$ cat config.mk
export PLATFORM = sky130hd
export DESIGN_NAME = range_partition_scatter_flat
export DESIGN_NICKNAME = d
export VERILOG_FILES = /design/src/rtl/rps_pkg.sv /design/src/rtl/rps_if.sv /design/src/rtl/rps_ctrl.sv /design/src/rtl/rps_dp.sv /design/src/rtl/range_partition_scatter.sv /design/src/flat_wrapper.sv
export SDC_FILE = /design/constraint.sdc
export NUM_CORES = 2
export LEC_CHECK = 0
export BUFFER_PORTS_ARGS = -buffer_cell sky130_fd_sc_hd__buf_4
export CAP_MARGIN = 20
export CORE_MARGIN = 2
export CORE_UTILIZATION = 55
export CTS_CLUSTER_DIAMETER = 120
export DETAILED_ROUTE_END_ITERATION = 12
export PLACE_DENSITY = 0.77
export SYNTH_ARGS = -nofsm -noshare
export SYNTH_HDL_FRONTEND = slang
export SYNTH_SLANG_ARGS = --single-unit
$ cat constraint.sdc
create_clock -name clk -period 8.4 [get_ports clk]
set_input_delay 1.26 -clock clk [delete_from_list [all_inputs] [get_ports clk]]
set_output_delay 1.26 -clock clk [all_outputs]
set_load 0.01 [all_outputs]
$ cat src/rtl/rps_pkg.sv
// Range-partition scatter: shared sizes, codes, request/result types and
// controller/datapath command and status structs. No dependencies.
`timescale 1ns / 1ps

package rps_pkg;

  localparam int NUM_RANGES    = 16;
  localparam int ROW_ADDR_BITS = 24;

  localparam int IDX_W  = (NUM_RANGES > 1) ? $clog2(NUM_RANGES) : 1;
  localparam int LOAD_W = $clog2(NUM_RANGES + 1);
  localparam int CNT_W  = 25;
  localparam int VAL_W  = 32;
  localparam int EXP_W  = 24;
  localparam int ADDR_W = 24;
  localparam int RIDX_W = 6;

  // address bits kept: the row address width, cut to the address field
  localparam int ADDR_KEEP = (ROW_ADDR_BITS < ADDR_W) ? ROW_ADDR_BITS : ADDR_W;
  localparam logic [ADDR_W-1:0] ADDR_MASK =
    ADDR_W'((33'd1 << ADDR_KEEP) - 33'd1);

  typedef enum logic [1:0] {
    FUNC_CLEAR  = 2'd0,
    FUNC_APPEND = 2'd1,
    FUNC_VALUE  = 2'd2,
    FUNC_END    = 2'd3
  } func_t;

  typedef enum logic [1:0] {
    ST_OK       = 2'd0,
    ST_OVERFLOW = 2'd1,
    ST_SHORT    = 2'd2,
    ST_TOTAL    = 2'd3
  } status_t;

  localparam logic KIND_PLACE  = 1'b0;
  localparam logic KIND_STATUS = 1'b1;

  typedef struct packed {
    func_t                    func;
    logic signed [VAL_W-1:0]  value;
    logic signed [VAL_W-1:0]  lower_bound;
    logic signed [VAL_W-1:0]  upper_bound;
    logic        [EXP_W-1:0]  expected_count;
  } in_item_t;

  typedef struct packed {
    logic                     kind;
    logic        [RIDX_W-1:0] range_index;
    logic        [ADDR_W-1:0] address;
    logic signed [VAL_W-1:0]  placed_value;
    status_t                  status;
    logic                     last;
  } out_item_t;

  // controller -> datapath
  typedef struct packed {
    logic clear;
    logic append;
    logic start_scan;
    logic scan_step;
    logic start_check;
    logic check_step;
    logic flush;
    logic emit_status;
  } cmd_t;

  // datapath -> controller
  typedef struct packed {
    logic hit;
    logic pend_valid;
    logic out_free;
    logic last_idx;
    logic none_loaded;
  } stat_t;

endpackage

$ cat src/rtl/rps_if.sv
// Request and result channel interfaces of the range-partition scatter.
// Depends on rps_pkg for field widths.
`timescale 1ns / 1ps

interface rps_in_if;
  import rps_pkg::*;
  logic                    valid;
  logic                    ready;
  logic [1:0]              func;
  logic signed [VAL_W-1:0] value;
  logic signed [VAL_W-1:0] lower_bound;
  logic signed [VAL_W-1:0] upper_bound;
  logic [EXP_W-1:0]        expected_count;

  modport source (output valid, func, value, lower_bound, upper_bound, expected_count,
                  input ready);
  modport sink   (input valid, func, value, lower_bound, upper_bound, expected_count,
                  output ready);
endinterface

interface rps_out_if;
  import rps_pkg::*;
  logic                    valid;
  logic                    ready;
  logic                    kind;
  logic [RIDX_W-1:0]       range_index;
  logic [ADDR_W-1:0]       address;
  logic signed [VAL_W-1:0] placed_value;
  logic [1:0]              status;
  logic                    last;

  modport source (output valid, kind, range_index, address, placed_value, status, last,
                  input ready);
  modport sink   (input valid, kind, range_index, address, placed_value, status, last,
                  output ready);
endinterface

$ cat src/rtl/rps_ctrl.sv
// Range-partition scatter controller: sequences table loads, per-value
// range scans and the end-check scan. Depends on rps_pkg.
`timescale 1ns / 1ps

module rps_ctrl (
  input  logic           clk,
  input  logic           rst,
  input  logic           in_valid,
  input  rps_pkg::func_t in_func,
  output logic           in_ready,
  input  rps_pkg::stat_t stat,
  output rps_pkg::cmd_t  cmd
);
  import rps_pkg::*;

  typedef enum logic [4:0] {
    S_IDLE   = 5'b00001,
    S_SCAN   = 5'b00010,
    S_FLUSH  = 5'b00100,
    S_CHECK  = 5'b01000,
    S_STATUS = 5'b10000
  } state_t;

  state_t state, state_next;

  // next state and commands
  always_comb begin
    cmd        = '0;
    state_next = state;
    in_ready   = (state == S_IDLE);
    unique case (state)
      S_IDLE: begin
        if (in_valid) begin
          unique case (in_func)
            FUNC_CLEAR:  cmd.clear = 1'b1;
            FUNC_APPEND: cmd.append = 1'b1;
            FUNC_VALUE: begin
              cmd.start_scan = 1'b1;
              if (!stat.none_loaded) state_next = S_SCAN;
            end
            FUNC_END: begin
              cmd.start_check = 1'b1;
              state_next = stat.none_loaded ? S_STATUS : S_CHECK;
            end
            default: state_next = S_IDLE;
          endcase
        end
      end
      S_SCAN: begin
        // a new hit pushes the held placement out: wait for the output slot
        if (!(stat.hit && stat.pend_valid && !stat.out_free)) begin
          cmd.scan_step = 1'b1;
          if (stat.last_idx) state_next = S_FLUSH;
        end
      end
      S_FLUSH: begin
        if (!stat.pend_valid) begin
          state_next = S_IDLE;
        end else if (stat.out_free) begin
          cmd.flush  = 1'b1;
          state_next = S_IDLE;
        end
      end
      S_CHECK: begin
        cmd.check_step = 1'b1;
        if (stat.last_idx) state_next = S_STATUS;
      end
      S_STATUS: begin
        if (stat.out_free) begin
          cmd.emit_status = 1'b1;
          state_next      = S_IDLE;
        end
      end
      default: state_next = S_IDLE;
    endcase
  end

  always_ff @(posedge clk) begin
    if (rst) state <= S_IDLE;
    else     state <= state_next;
  end

endmodule

$ cat src/rtl/rps_dp.sv
// Range-partition scatter datapath: range table, counters, scan compare,
// held placement and output register. Depends on rps_pkg.
`timescale 1ns / 1ps

module rps_dp (
  input  logic               clk,
  input  logic               rst,
  input  rps_pkg::cmd_t      cmd,
  input  rps_pkg::in_item_t  in_item,
  output rps_pkg::stat_t     stat,
  input  logic               out_ready,
  output logic               out_valid,
  output rps_pkg::out_item_t out_item
);
  import rps_pkg::*;

  // range table, valid only below the load count
  logic signed [VAL_W-1:0]  range_low      [NUM_RANGES];
  logic signed [VAL_W-1:0]  range_high     [NUM_RANGES];
  logic        [EXP_W-1:0]  range_expected [NUM_RANGES];
  logic        [ADDR_W-1:0] range_base     [NUM_RANGES];
  logic        [EXP_W-1:0]  range_written  [NUM_RANGES];

  logic [LOAD_W-1:0]       loaded;
  logic [CNT_W-1:0]        running_base;
  logic [CNT_W-1:0]        source_seen;
  logic [CNT_W-1:0]        total_placed;
  logic                    overflow_seen;
  logic                    short_seen;
  logic [IDX_W-1:0]        idx;
  logic signed [VAL_W-1:0] cur_value;
  out_item_t               pend;
  logic                    pend_valid;

  logic signed [VAL_W-1:0] sel_low, sel_high;
  logic [EXP_W-1:0]        sel_exp, sel_written;
  logic [ADDR_W-1:0]       sel_base, place_addr;
  logic                    match, full, hit, table_full, load_out;
  logic [CNT_W:0]          base_sum, seen_sum, placed_sum;

  // entry under the scan pointer
  assign sel_low     = range_low[idx];
  assign sel_high    = range_high[idx];
  assign sel_exp     = range_expected[idx];
  assign sel_base    = range_base[idx];
  assign sel_written = range_written[idx];

  assign match      = (cur_value >= sel_low) && (cur_value <= sel_high);
  assign full       = (sel_written >= sel_exp);
  assign hit        = match && !full;
  assign place_addr = (sel_base + sel_written) & ADDR_MASK;
  assign table_full = (loaded == LOAD_W'(NUM_RANGES));

  // saturating counters
  assign base_sum   = {1'b0, running_base} + (CNT_W + 1)'(in_item.expected_count);
  assign seen_sum   = {1'b0, source_seen} + (CNT_W + 1)'(1);
  assign placed_sum = {1'b0, total_placed} + (CNT_W + 1)'(1);

  always_comb begin
    stat.hit         = hit;
    stat.pend_valid  = pend_valid;
    stat.out_free    = !out_valid || out_ready;
    stat.last_idx    = ((LOAD_W'(idx) + LOAD_W'(1)) == loaded);
    stat.none_loaded = (loaded == '0);
  end

  // table writes
  always_ff @(posedge clk) begin
    if (cmd.append && !table_full) begin
      range_low[loaded[IDX_W-1:0]]      <= in_item.lower_bound;
      range_high[loaded[IDX_W-1:0]]     <= in_item.upper_bound;
      range_expected[loaded[IDX_W-1:0]] <= in_item.expected_count;
      range_base[loaded[IDX_W-1:0]]     <= running_base[ADDR_W-1:0] & ADDR_MASK;
      range_written[loaded[IDX_W-1:0]]  <= '0;
    end else if (cmd.scan_step && hit) begin
      range_written[idx] <= sel_written + EXP_W'(1);
    end
  end

  // counters, flags and scan pointer
  always_ff @(posedge clk) begin
    if (rst || cmd.clear) begin
      loaded        <= '0;
      running_base  <= '0;
      source_seen   <= '0;
      total_placed  <= '0;
      overflow_seen <= 1'b0;
      short_seen    <= 1'b0;
      idx           <= '0;
      pend_valid    <= 1'b0;
    end else begin
      if (cmd.append && !table_full) begin
        loaded       <= loaded + LOAD_W'(1);
        running_base <= base_sum[CNT_W] ? '1 : base_sum[CNT_W-1:0];
      end
      if (cmd.start_scan) begin
        source_seen <= seen_sum[CNT_W] ? '1 : seen_sum[CNT_W-1:0];
        idx         <= '0;
      end
      if (cmd.scan_step) begin
        idx <= idx + IDX_W'(1);
        if (match && full) overflow_seen <= 1'b1;
        if (hit) begin
          total_placed <= placed_sum[CNT_W] ? '1 : placed_sum[CNT_W-1:0];
          pend_valid   <= 1'b1;
        end
      end
      if (cmd.start_check) begin
        idx        <= '0;
        short_seen <= 1'b0;
      end
      if (cmd.check_step) begin
        idx <= idx + IDX_W'(1);
        if (sel_written != sel_exp) short_seen <= 1'b1;
      end
      if (cmd.flush) pend_valid <= 1'b0;
    end
  end

  // held placement; its last flag is known only when the scan ends
  always_ff @(posedge clk) begin
    if (cmd.start_scan) cur_value <= in_item.value;
    if (cmd.scan_step && hit) begin
      pend.kind         <= KIND_PLACE;
      pend.range_index  <= RIDX_W'(idx);
      pend.address      <= place_addr;
      pend.placed_value <= cur_value;
      pend.status       <= ST_OK;
      pend.last         <= 1'b0;
    end
  end

  // output register
  assign load_out = (cmd.scan_step && hit && pend_valid) || cmd.flush || cmd.emit_status;

  always_ff @(posedge clk) begin
    if (rst)            out_valid <= 1'b0;
    else if (load_out)  out_valid <= 1'b1;
    else if (out_ready) out_valid <= 1'b0;
  end

  always_ff @(posedge clk) begin
    if (cmd.emit_status) begin
      out_item.kind         <= KIND_STATUS;
      out_item.range_index  <= '0;
      out_item.address      <= '0;
      out_item.placed_value <= '0;
      out_item.last         <= 1'b1;
      priority if (overflow_seen)              out_item.status <= ST_OVERFLOW;
      else if (short_seen)                     out_item.status <= ST_SHORT;
      else if (total_placed != source_seen)    out_item.status <= ST_TOTAL;
      else                                     out_item.status <= ST_OK;
    end else if (cmd.flush) begin
      out_item <= '{pend.kind, pend.range_index, pend.address, pend.placed_value,
                    pend.status, 1'b1};
    end else if (load_out) begin
      out_item <= pend;
    end
  end

endmodule

$ cat src/rtl/range_partition_scatter.sv
// Range-partition scatter, top level. Clear and append are each done in the idle state.
// A source value is compared with each loaded range in turn, then the held
// placement is released (no scan is made with no range loaded); this waits
// while results stall.
// An end check runs a status scan over the loaded ranges, then emits the status.
// Reset clears counters, flags and the output valid flag; table contents are
// undefined until appended. Depends on rps_pkg, rps_if, rps_ctrl, rps_dp.
`timescale 1ns / 1ps

module range_partition_scatter (
  input logic       clk,
  input logic       rst,
  rps_in_if.sink    in,
  rps_out_if.source out
);
  import rps_pkg::*;

  in_item_t  in_item;
  out_item_t out_item;
  cmd_t      cmd;
  stat_t     stat;
  logic      ctrl_ready;
  logic      dp_valid;

  // request unpack
  always_comb begin
    in_item.func           = func_t'(in.func);
    in_item.value          = in.value;
    in_item.lower_bound    = in.lower_bound;
    in_item.upper_bound    = in.upper_bound;
    in_item.expected_count = in.expected_count;
  end

  assign in.ready = ctrl_ready;

  rps_ctrl u_ctrl (
    .clk      (clk),
    .rst      (rst),
    .in_valid (in.valid),
    .in_func  (in_item.func),
    .in_ready (ctrl_ready),
    .stat     (stat),
    .cmd      (cmd)
  );

  rps_dp u_dp (
    .clk       (clk),
    .rst       (rst),
    .cmd       (cmd),
    .in_item   (in_item),
    .stat      (stat),
    .out_ready (out.ready),
    .out_valid (dp_valid),
    .out_item  (out_item)
  );

  // result pack
  assign out.valid        = dp_valid;
  assign out.kind         = out_item.kind;
  assign out.range_index  = out_item.range_index;
  assign out.address      = out_item.address;
  assign out.placed_value = out_item.placed_value;
  assign out.status       = out_item.status;
  assign out.last         = out_item.last;

  // no placement may be held while a new request is taken
  a_idle_no_pend: assert property (@(posedge clk) disable iff (rst)
    in.ready |-> !stat.pend_valid)
    else $error("held placement while accepting a request");

  // the output register is loaded only when free
  a_load_free: assert property (@(posedge clk) disable iff (rst)
    (cmd.flush || cmd.emit_status || (cmd.scan_step && stat.hit && stat.pend_valid))
      |-> stat.out_free)
    else $error("output register overwritten");

  // a status result always closes its request
  a_status_last: assert property (@(posedge clk) disable iff (rst)
    (out.valid && out.kind == KIND_STATUS) |-> out.last)
    else $error("status result without last");

endmodule
$ cat src/flat_wrapper.sv
// flat-port wrapper written by rule: the top's interface ports become plain ports
module range_partition_scatter_flat import rps_pkg::*;
  (clk, rst, in_valid, in_func, in_value, in_lower_bound, in_upper_bound, in_expected_count, in_ready, out_valid, out_kind, out_range_index, out_address, out_placed_value, out_status, out_last, out_ready);
  rps_in_if in_i ();
  rps_out_if out_i ();
  input logic clk;
  input logic rst;
  input wire logic [$bits(in_i.valid)-1:0] in_valid;
  input wire logic [$bits(in_i.func)-1:0] in_func;
  input wire logic [$bits(in_i.value)-1:0] in_value;
  input wire logic [$bits(in_i.lower_bound)-1:0] in_lower_bound;
  input wire logic [$bits(in_i.upper_bound)-1:0] in_upper_bound;
  input wire logic [$bits(in_i.expected_count)-1:0] in_expected_count;
  output wire logic [$bits(in_i.ready)-1:0] in_ready;
  output wire logic [$bits(out_i.valid)-1:0] out_valid;
  output wire logic [$bits(out_i.kind)-1:0] out_kind;
  output wire logic [$bits(out_i.range_index)-1:0] out_range_index;
  output wire logic [$bits(out_i.address)-1:0] out_address;
  output wire logic [$bits(out_i.placed_value)-1:0] out_placed_value;
  output wire logic [$bits(out_i.status)-1:0] out_status;
  output wire logic [$bits(out_i.last)-1:0] out_last;
  input wire logic [$bits(out_i.ready)-1:0] out_ready;
  assign in_i.valid = in_valid;
  assign in_i.func = in_func;
  assign in_i.value = in_value;
  assign in_i.lower_bound = in_lower_bound;
  assign in_i.upper_bound = in_upper_bound;
  assign in_i.expected_count = in_expected_count;
  assign in_ready = in_i.ready;
  assign out_valid = out_i.valid;
  assign out_kind = out_i.kind;
  assign out_range_index = out_i.range_index;
  assign out_address = out_i.address;
  assign out_placed_value = out_i.placed_value;
  assign out_status = out_i.status;
  assign out_last = out_i.last;
  assign out_i.ready = out_ready;
  range_partition_scatter u_core (.clk(clk), .rst(rst), .in(in_i), .out(out_i));
endmodule
# After elaboration in Yosys (flattened, before gate mapping)
# Memory sizes are Yosys's and may differ from the RTL's. A register that Yosys moved wholly into a read port is not among the register bits.
# Index checks and enable logic that the tools add are counted.
# totals
output_inout_bits	68
wordCells	143
regBits	251
n_memories	5
in_bits	126
ramBits	2176
# op_classes
order_cmp	3
n_reduce_logical	28
n_mux	61
addsub	8
n_eq_ne	18
# memory_table
name	words	width	read_ports	rd_ports_with_merged_regs	write_ports	line_no	rtl
u_core.u_dp.range_high	16	32	1	1	1	rps_dp.sv:19	logic signed [VAL_W-1:0] range_high [NUM_RANGES];
u_core.u_dp.range_low	16	32	1	1	1	rps_dp.sv:18	logic signed [VAL_W-1:0] range_low [NUM_RANGES];
u_core.u_dp.range_base	16	24	1	1	1	rps_dp.sv:21	logic [ADDR_W-1:0] range_base [NUM_RANGES];
u_core.u_dp.range_expected	16	24	1	1	1	rps_dp.sv:20	logic [EXP_W-1:0] range_expected [NUM_RANGES];
u_core.u_dp.range_written	16	24	1	1	1	rps_dp.sv:22	logic [EXP_W-1:0] range_written [NUM_RANGES];
# op_table
cell	count
$mux 66	2
$mux 25	3
$mux 4	15
$add 25x1->26 const B	2
$mux 5	8
$ge 32x32->1	1
$le 32x32->1	1
$add 25x24->26	1
$ne 25x25->1	1
$pmux 5 s5	1
$add 24x1->24 const B	1
$add 24x24->24	1
$ge 24x24->1	1
$mux 1	24
$mux 24	1
$ne 24x24->1	1
$reduce_or 24->1	1
$eq 5x5->1 const B	2
$pmux 5 s2	1
$mux 3	3
$logic_and 1x1->1	8
$mux 2	3
$reduce_and 6->1	1
$add 4x1->5 const B	1
other kinds (22)	34

# Depth between registers and ports, before layout
# logic_depth
ltp_word	14
mapped_depth	25
depth_no_buf	15

# Modules after synthesis
# A second synthesis with hierarchy kept.
# unflattened
cells_unflattened	4672
area_unflattened_um2	96490.0
# modules_own_cells
mod	instances	cells_per_inst	area_per_inst_um2	seq_area_each_um2
rps_dp	1	4613	96063.4	71248.3
rps_ctrl	1	59	426.7	100.1

# Worst setup path before layout
# No wires, ideal clock.
# synth_path
path_kind	input to register
from	input in_func[0]
to	memory u_core.u_dp.range_base[0][0] (enable)
cell_stages	3
n_path_buf	1
t_required_ns	7.815
setup_slack_ns	1.511
setup_time_ns	0.585
arrival_time_ns	6.304
cell_sequence	clkbuf_1 > nand3_1 > nor2_1
# synth_between
elab_chain_cells	7
# synth_lines
element	line_no	rtl
from (decl)	flat_wrapper.sv:9	input wire logic [$bits(in_i.func)-1:0] in_func;
$eq 2x1->1	rps_ctrl.sv:34	unique case (in_func)
$mux 1	rps_ctrl.sv:34	
$mux 3	rps_ctrl.sv:33	if (in_valid) begin
$mux 3	rps_ctrl.sv:31	unique case (state)
$logic_and 1x1->1	rps_dp.sv:69	if (cmd.append && !table_full) begin
$mux 1	rps_dp.sv:69	
$mux 1 (implied by the code)	rps_dp.sv:73	range_base[loaded[IDX_W-1:0]] <= running_base[ADDR_W-1:0] & ADDR_MASK;
to (decl)	rps_dp.sv:21	
# Every way passes these cells.

==> flow_summary.toml <==
[setup_path]
cpPeakStageDelay_ns = 0.86
crit_path_end_kind = "register"
crit_chain = "buf_12 > mux4_2 > mux4_2 > ha_1 > a21o_1 > a21o_1 > a211oi_1 > o21a_1 > o22ai_1 > nor4b_1 > and2_1 > buf_4 > a41oi_1 > nor2_2 > buf_4"
path_class = "reg2reg"
crit_path_max_fanout = 96
startpoint_type = "register"
crit_slowest_cell = "nor4b_1"
crit_arrival_ns = 7.26
critPathRequiredTime_ns = 8.87

[synthesis]
synth_area_um2 = 96200
synthCells = 4614
ys_ff_latch = 2429
synth-seq-area-share = 0.741
synth_ff_type = "edfxtp_1"
ys_top_cells_by_area = "edfxtp_1, mux4_2, dfxtp_1, ha_1, a21oi_1"
synth_common_cells = "edfxtp_1, mux4_2, dfxtp_1"
synth_top_area_frac = 0.708
yosysMostFrequentCell = "edfxtp_1"
yosys_warnings = 0
synth_edf_count = 2270
async_flop_share = 0
syn_area_per_cell_um2 = 20.9
ys_types = 78
yosysTopAreaCell = "edfxtp_1"

[die]
dieArea_um2 = 178000
ios = 194
start_util = 0.554
die_h_um = 422
core_um2 = 174000
rows = 153
dieWidth_um = 422

[global_route]
grt_pass1_wl_um = 340000
grt_max_degree = 113
global_route.overflow_total = 0
grtUsageTotal = 0.262
antenna_found_initial = 19
grt_pass1_vias = 49700

[routing]
dr.max_layer_used = "met5"
met2_length_um = 118000
wire_per_inst_um = 31.2
antenna_left = 0
via_count = 48500
drt-total-wl_um = 233000
wl_met1_um = 86300
initialDrtViolationCount = 6137
viasPerCell = 6.51
drt_first_pass_iters = 5
post-route-drc-count = 0
wl_met3_um = 19600

[clock_network]
cts_buffer_depth = 3
htreeDepth = 4
cts_setup_buffers = 0
clk_latency_ns = 0.87
clock-sinks = 2429
cts_buffers = 225
clockRootBuffer = "clkbuf_16"
postCtsHoldBufs = 0
tritoncts = "yes"
cts-resized-gates = 0
clk_pin_slew_ns = 0.06

[outcome]
status = "finished, final reports clean"

[sta]
tightest_slew_ns = 1.08
finalHoldViolations = 0
max_freq_mhz = 147
rsz0062_at_grt = "no"
max_slew_margin = 0.279
clock_skew_ns = 0.0544
finalCritPeriodShare = 0.809
slew_violations = 0
tns_ns = 0
setup-violations-final = 0
period_minus_slack_ns = 6.80

[place]
hpwlAfterDp_um = 124000
gp_congestion = 0.869
port_buffers = 191

[hold_path]
min_path_type = "reg2reg"

[pwr]
power_density_nw_per_um2 = 239
leakagePower_nw = 33.9
power_mw = 26.0
ir_worst_vdd_uv = 203

[final_layout]
syn_to_final_growth_pct = 13.0
final_nets = 5191
drive_gt1_frac = 0.270

[job]
drv_cap = 0
-- worst max-delay path, delay by kind of cell (launching register included) --
kind                     cells  cell delay (ns)
adder cells (fa/ha/maj)      1             0.26
flip-flops                   1             0.80
multiplexers                 2             1.28
AND/OR/NAND/NOR              3             1.31
buffers and inverters        3             1.28
AO/OA/AOI/OAI                6             1.23
-- kinds of logic after synthesis --
kind of cell / Yosys count / synth area share
AO/OA/AOI/OAI: 426 / 0.0296
XOR/XNOR: 115 / 0.0105
adder cells (fa/ha/maj): 145 / 0.0190
buffers and inverters: 324 / 0.0151
flip-flops: 2429 / 0.741
multiplexers: 711 / 0.160
other: 1 / 0.0000390
AND/OR/NAND/NOR: 463 / 0.0241
-- sequential cells by signal, indices dropped and copies added (netlist names), named ones only --
signal	cells
u_core.u_ctrl.state	5
u_core.u_dp.cur_value	32
u_core.u_dp.idx	4
u_core.u_dp.loaded	5
u_core.u_dp.out_item	64
u_core.u_dp.out_valid	1
u_core.u_dp.overflow_seen	1
u_core.u_dp.pend	60
u_core.u_dp.pend_valid	1
u_core.u_dp.range_base	384
u_core.u_dp.range_expected	384
u_core.u_dp.range_high	512
u_core.u_dp.range_low	512
u_core.u_dp.range_written	384
u_core.u_dp.running_base	25
u_core.u_dp.short_seen	1
u_core.u_dp.source_seen	25
u_core.u_dp.total_placed	25
-- per-stage QoR --
step | hold slack [ns] | area (um^2) | worst slack [ns] | instances | util
4_1_cts | 0.457 | 109000 | 1.63 | 7440 | 0.625
2_1_floorplan | 0.406 | 96200 | 1.51 | 4615 | -
5_1_grt | 0.469 | 109000 | 1.36 | 7452 | 0.626
3_5_place_dp | 0.441 | 101000 | 1.71 | 7015 | 0.580
6_report | 0.458 | 109000 | 1.60 | 7452 | 0.626
3_3_place_gp | 0.439 | 101000 | 1.84 | 7014 | 0.580
-- path summary, 6_finish.rpt --
kind,to,start,slack [ns],depth (start not counted)
setup / recovery,u_core.u_dp.range_written[13][18],register,1.60,15
hold / removal,u_core.u_dp.out_item[3],u_core.u_dp.pend[3],0.46,1
setup reg to reg,u_core.u_dp.range_written[13][18],register,1.60,15
hold reg to reg,u_core.u_dp.out_item[3],u_core.u_dp.pend[3],0.46,1
-- metal layers --
| layer | global-route usage | up-vias |
|---|---|---|
| met3 | 0.0472 | 435 |
| met5 | 0 | - |
| met4 | 0.0969 | 18 |
| li1 | - | 19800 |
| met2 | 0.436 | 2654 |
| met1 | 0.351 | 25600 |
-- power breakdown --
group	internal [mW]	switching [mW]	total, mW
registers	13.4	0.146	13.5
clock network	6.27	4.48	10.7
logic	0.706	0.982	1.69
-- area by class of cell --
cell class	instances	area [um^2]
flip-flops and latches	2429	71400
inverters	111	417
well taps	2325	2910
multi-input cells	1862	23600
fillers	11400	65100
clock buffers	277	5940
repair buffers	291	2600
diodes	9	22.5
clock inverters	148	1940
-- cells in the final DEF (no fill, tap or decap), types with 31 or more instances in the layout --
| master | instances |
|---|---|
| edfxtp_1 | 2270 |
| mux4_2 | 661 |
| buf_4 | 258 |
| clkbuf_16 | 225 |
| dfxtp_1 | 155 |
| ha_1 | 143 |
| a21oi_1 | 129 |
| inv_1 | 110 |
| nor2_1 | 103 |
| nand2_1 | 98 |
| o21ai_0 | 72 |
| xor2_1 | 61 |
| a22o_1 | 60 |
| xnor2_1 | 54 |
| nand3_1 | 45 |
| nand4_1 | 44 |
| clkinv_2 | 43 |
| clkbuf_1 | 41 |
| bufinv_16 | 40 |
| nor3_1 | 34 |
| mux2i_1 | 34 |
| buf_12 | 31 |
Power figures use the tool's default switching activity.
